$ cat src/rtl/kie_pkg.sv
package kie_pkg;

  localparam int MAX_WORD_LENGTH = 8;
  localparam int POSITION_BITS = 20;
  localparam int BUCKET_BITS = 2 * MAX_WORD_LENGTH;
  localparam int SUM_BITS = 48;
  localparam int LOG_BITS = 21;
  localparam int FEATURE_BITS = 21;
  localparam int LOG_FRAC_BITS = 16;
  localparam int LOG_INT_BITS = LOG_BITS - LOG_FRAC_BITS;
  localparam int MANT_BITS = 31;
  localparam int PROD_BITS = POSITION_BITS + LOG_BITS;

  localparam logic [1:0] FUNC_PUSH = 2'd0;
  localparam logic [1:0] FUNC_READ = 2'd1;
  localparam logic [1:0] FUNC_CLEAR = 2'd2;

  localparam logic CFG_KMER_LENGTH = 1'b0;
  localparam logic CFG_SEQUENCE_LENGTH = 1'b1;

  typedef struct packed {
    logic [1:0]  func;
    logic [4:0]  residue;
    logic [15:0] bucket_select;
  } item_t;

  typedef struct packed {
    logic [15:0]             bucket;
    logic                    word_complete;
    logic                    seen;
    logic [FEATURE_BITS-1:0] feature;
  } result_t;

  typedef struct packed {
    logic                     start;
    logic [POSITION_BITS-1:0] n;
  } log_req_t;

  typedef struct packed {
    logic                done;
    logic [LOG_BITS-1:0] value;
  } log_rsp_t;

  typedef struct packed {
    logic                     valid;
    logic [POSITION_BITS-1:0] first;
    logic [POSITION_BITS-1:0] last;
    logic [SUM_BITS-1:0]      sum;
  } entry_t;

  // Letter code as a two's complement step added to the shifted index.
  function automatic logic [BUCKET_BITS-1:0] code_of(input logic [4:0] residue);
    logic [BUCKET_BITS-1:0] c;
    case (residue)
      5'd0:  c = BUCKET_BITS'(0);
      5'd2:  c = BUCKET_BITS'(1);
      5'd3:  c = BUCKET_BITS'(2);
      5'd4:  c = BUCKET_BITS'(3);
      5'd5:  c = BUCKET_BITS'(4);
      5'd6:  c = BUCKET_BITS'(5);
      5'd7:  c = BUCKET_BITS'(6);
      5'd8:  c = BUCKET_BITS'(7);
      5'd10: c = BUCKET_BITS'(8);
      5'd11: c = BUCKET_BITS'(9);
      5'd12: c = BUCKET_BITS'(10);
      5'd13: c = BUCKET_BITS'(11);
      5'd15: c = BUCKET_BITS'(12);
      5'd16: c = BUCKET_BITS'(13);
      5'd17: c = BUCKET_BITS'(14);
      5'd18: c = BUCKET_BITS'(16);
      5'd20: c = BUCKET_BITS'(17);
      5'd21: c = BUCKET_BITS'(18);
      5'd23: c = BUCKET_BITS'(19);
      5'd1, 5'd9, 5'd14, 5'd19, 5'd22, 5'd24: c = '1;
      default: c = '0;
    endcase
    return c;
  endfunction

endpackage

$ cat src/rtl/kie_log2.sv
module kie_log2 (
  input  logic              clk,
  input  logic              rst,
  input  kie_pkg::log_req_t req,
  output kie_pkg::log_rsp_t rsp
);

  typedef enum logic [1:0] {L_IDLE, L_NORM, L_SQ} lstate_t;

  lstate_t                               state;
  logic [kie_pkg::POSITION_BITS-1:0]     x;
  logic [kie_pkg::LOG_INT_BITS-1:0]      e;
  logic [kie_pkg::MANT_BITS-1:0]         m;
  logic [3:0]                            b;
  logic [kie_pkg::LOG_FRAC_BITS-1:0]     frac;
  logic [2*kie_pkg::MANT_BITS-1:0]       sq;
  logic [kie_pkg::MANT_BITS:0]           t;
  logic [kie_pkg::LOG_FRAC_BITS-1:0]     frac_next;

  assign sq = m * m;
  assign t = sq[2*kie_pkg::MANT_BITS-1:kie_pkg::MANT_BITS-1];
  assign frac_next = t[kie_pkg::MANT_BITS]
                   ? (frac | (kie_pkg::LOG_FRAC_BITS'(1) << b)) : frac;

  always_ff @(posedge clk) begin
    if (rst) begin
      state <= L_IDLE;
      rsp.done <= 1'b0;
    end else begin
      rsp.done <= ((state == L_IDLE) && req.start && (req.n == '0))
               || ((state == L_SQ) && (b == '0));
      case (state)
        L_IDLE: begin
          if (req.start) begin
            if (req.n == '0) begin
              rsp.value <= '0;
            end else begin
              x <= req.n;
              e <= kie_pkg::LOG_INT_BITS'(kie_pkg::POSITION_BITS - 1);
              state <= L_NORM;
            end
          end
        end
        L_NORM: begin
          if (x[kie_pkg::POSITION_BITS-1]) begin
            m <= {x, {(kie_pkg::MANT_BITS - kie_pkg::POSITION_BITS){1'b0}}};
            b <= 4'(kie_pkg::LOG_FRAC_BITS - 1);
            frac <= '0;
            state <= L_SQ;
          end else begin
            x <= x << 1;
            e <= e - 1'b1;
          end
        end
        L_SQ: begin
          m <= t[kie_pkg::MANT_BITS] ? t[kie_pkg::MANT_BITS:1] : t[kie_pkg::MANT_BITS-1:0];
          frac <= frac_next;
          b <= b - 1'b1;
          if (b == '0) begin
            rsp.value <= {e, frac_next};
            state <= L_IDLE;
          end
        end
        default: state <= L_IDLE;
      endcase
    end
  end

endmodule

$ cat config.mk
export PLATFORM = sky130hd
export DESIGN_NAME = kie_log2
export DESIGN_NICKNAME = d
export VERILOG_FILES = /design/src/rtl/kie_pkg.sv /design/src/rtl/kie_log2.sv
export SDC_FILE = /design/constraint.sdc
export NUM_CORES = 2
export LEC_CHECK = 0
export ABC_AREA = 1
export ABC_CLOCK_PERIOD_IN_PS = 15980
export BUFFER_PORTS_ARGS = -buffer_cell sky130_fd_sc_hd__clkbuf_2
export CORE_ASPECT_RATIO = 1.75
export CORE_MARGIN = 3
export CORE_UTILIZATION = 50
export CTS_CLUSTER_DIAMETER = 40
export DETAILED_ROUTE_END_ITERATION = 6
export PLACE_DENSITY = 0.68
export SLEW_MARGIN = 20
export SYNTH_ARGS = -nofsm -noshare
export SYNTH_HDL_FRONTEND = slang
export SYNTH_SLANG_ARGS = --single-unit
$ cat constraint.sdc
create_clock -name clk -period 15.98 [get_ports clk]
set_input_delay 0 -clock clk [delete_from_list [all_inputs] [get_ports clk]]
set_output_delay 0 -clock clk [all_outputs]
set_load 0.05 [all_outputs]
==> flow_metrics.tcl <==
set metrics [dict create \
    maxSlewHeadroom_pct 30.4 \
    syn_nets 5195 \
    hold_path_class "input pin to register" \
    cts_resized 0 \
    numClockSinks 100 \
    yosys.area.top_type "fa_1" \
    vias 25500 \
    wl_per_cell_um 18.1 \
    grt_use_total_pct 26.8 \
    synth.top_cell.area_share_pct 44.6 \
    diodes 0 \
    netlist_top_cells_count "inv_1 (1362), nand2_1 (1100), fa_1 (747), ha_1 (273), nand3_1 (127)" \
    period_minus_slack_ns 8.07 \
    drt_first_pass_iters 6 \
    regArea_um2 2970 \
    clk-insertion-delay-late_ns 0.36 \
    dieWidth_um 202 \
    start_util_pct 50.5 \
    synth_area_um2 33500 \
    maxSlewViolCount 0 \
    core-area_um2 66300 \
    route.final.wire_length_um 91200 \
    drtAntennaViolNets 0 \
    area_growth_syn_to_layout_pct 4.90 \
    arrival_ns 8.23 \
    rows 125 \
    async_flop_share_pct 0 \
    htreeDepth 3 \
    cts.reportedPaths.clkPinSlew_ns 0.09 \
    reg2reg_to "rsp[5]$_SDFFCE_PN0P_" \
    drt_iter0_drc 1405 \
    path_max_fanout 23 \
    ys_top_cells_by_area "fa_1 (45%), inv_1 (15%), nand2_1 (12%), ha_1 (10%), edfxtp_1 (8.7%)" \
    multi_input_area_um2 25000 \
    syn_avg_cell_area_um2 8.07 \
    fin_tns_setup_ns 0 \
    ys.warnings.count 0 \
    crit_start "m[23]$_DFFE_PP_" \
    grt-ovfl-total 0 \
    via_per_inst 5.06 \
    antenna_found_initial 0 \
    synth-seq-cells 100 \
    root_buffer "clkbuf_16" \
    skew_ns 0.0180 \
    start_kind "register" \
    gp_congestion 0.977 \
    yosysSeqAreaShare_pct 8.87 \
    postCtsHoldBufs 18 \
    drc 0 \
    rsz0062_at_grt "false" \
    ios 45 \
    critPathRequiredTime_ns 16.14 \
    worst_pin_slew_ns 1.04 \
    fin_nets 5188 \
    ys.flop_type "edfxtp_1" \
    die-area_um2 70300 \
    ff2ff_setup_slack_ns 7.91 \
    rr_worst_depth 23 \
    hold_viol_final 0 \
    period_share_pct 50.5 \
    synth_cell_types 39 \
    place.port_buffers 44 \
    grt_pass1_vias 27900 \
    status "completed" \
    dp_hpwl_um 73600 \
    grt_max_degree 63 \
    die_y_um 348 \
    cts_setup_buffers 0 \
    cp-end-kind "register" \
    cts_buffers 9 \
    cp-endpoint "rsp[5]$_SDFFCE_PN0P_" \
    tritoncts "done" \
    fillers 6421 \
    synth_cells 4152 \
    grt_pass1_wl_um 146000 \
    synth-edff-count 97 \
    yosysMostFrequentCell "inv_1" \
    timing.fmax_mhz 124 \
    drv_cap 0 \
    setup_viol 0 \
    clk_path_buf_depth 2 \
    path_class "register to register" \
    regToRegStartpoint "m[23]$_DFFE_PP_" \
    drive_gt1_share_pct 3.18 \
]
## kinds of logic after synthesis
| kind of cell | synth area share [%] |
|---|---|
| AO/OA/AOI/OAI | 1.77 |
| buffers and inverters | 16.7 |
| AND/OR/NAND/NOR | 16.9 |
| adder cells (fa/ha/maj) | 54.8 |
| flip-flops | 8.87 |
| XOR/XNOR | 0.993 |
## metal layers
| layer | vias to the layer above | global-route usage, % | wire length, um |
|---|---|---|---|
| li1 | 11700 | - | - |
| met1 | 12600 | 27.5 | 30000 |
| met2 | 793 | 52.3 | 50600 |
| met3 | 346 | 2.63 | 3900 |
| met4 | 0 | 15.6 | 6710 |
| met5 | - | 0 | 0 |
## per-stage QoR
| stage | worst slack (ns) | cell area, um2 | cells | hold WS [ns] | utilization, % |
|---|---|---|---|---|---|
| 2_1_floorplan | 8.99 | 33500 | 4152 | 0.0691 | - |
| 3_3_place_gp | 8.13 | 34700 | 5005 | 0.268 | 52.3 |
| 3_5_place_dp | 8.01 | 34700 | 5005 | 0.278 | 52.3 |
| 4_1_cts | 7.99 | 35100 | 5039 | 0.0363 | 53.0 |
| 5_1_grt | 7.62 | 35200 | 5039 | 0.0641 | 53.0 |
| 6_report | 7.91 | 35200 | 5039 | 0.0340 | 53.0 |
## cell usage in the layout (no fill, tap or decap), types with 3 or more instances in the layout
cell	synthesis	routed
fa_1	747	747
or2_2	4	4
o21ai_0	21	21
buf_4	4	35
and2_1	6	6
nand4_1	19	19
inv_1	1362	1362
nor2_4	3	4
and3_1	4	4
o21bai_1	8	8
clkbuf_2	0	44
clkbuf_16	0	9
nor3_1	11	11
nor4_1	8	8
nor2_1	114	112
xnor2_1	15	15
ha_1	273	273
dfxtp_1	3	3
edfxtp_1	97	97
dlygate4sd3_1	0	18
inv_6	0	3
nand3b_1	3	3
nand2_1	1100	1100
o21ai_2	10	10
xor2_1	23	23
a21oi_1	54	52
nand3_1	127	127
nor2_2	4	5
nand2_2	6	6
## worst min-delay path by stage
stage / cells past startpoint / startpoint / to / slack (ns)
2_1_floorplan: 1 / rst / rsp[21]$_SDFF_PP0_ / 0.07
3_5_place_dp: 2 / rst / rsp[21]$_SDFF_PP0_ / 0.28
6_report: 3 / req[19] / x[19]$_DFFE_PP_ / 0.03
5_1_grt: 3 / req[19] / x[19]$_DFFE_PP_ / 0.06
3_3_place_gp: 2 / rst / state[1]$_SDFFE_PP0P_ / 0.27
4_1_cts: 3 / req[19] / x[19]$_DFFE_PP_ / 0.04
## cell type report
type	count	area share (%)
Multi-Input combinational cell	2572	71.1
Inverter	1365	14.6
Sequential cell	100	8.46
Tap cell	889	3.16
Timing Repair Buffer	97	1.89
Clock buffer	9	0.641
Clock inverter	7	0.206
## critical path, cell delays in order (launching register included)
cell and delay [ns]:
edfxtp_1 0.99, nand2_1 0.24, inv_1 0.14, fa_1 0.42, fa_1 0.43, fa_1 0.65, inv_1 0.08, fa_1 0.48
inv_1 0.05, fa_1 0.48, fa_1 0.57, fa_1 0.44, fa_1 0.49, ha_1 0.45, nand2_1 0.14, nor2_1 0.24
nand2_1 0.20, nor4_2 0.21, nand2_1 0.14, nand2_1 0.11, nand2_1 0.09, nand2_4 0.29, nand2_4 0.22, o21ai_0 0.30
## registers in the layout (all words and copies together), names as in the netlist
signal  count
e           5
x          20
state       2
m          31
rsp        22
b           4
frac       16
Power is left out: the tool's default activity adds up to more than one toggle a clock period on the data nets, which glitch-free logic cannot reach.
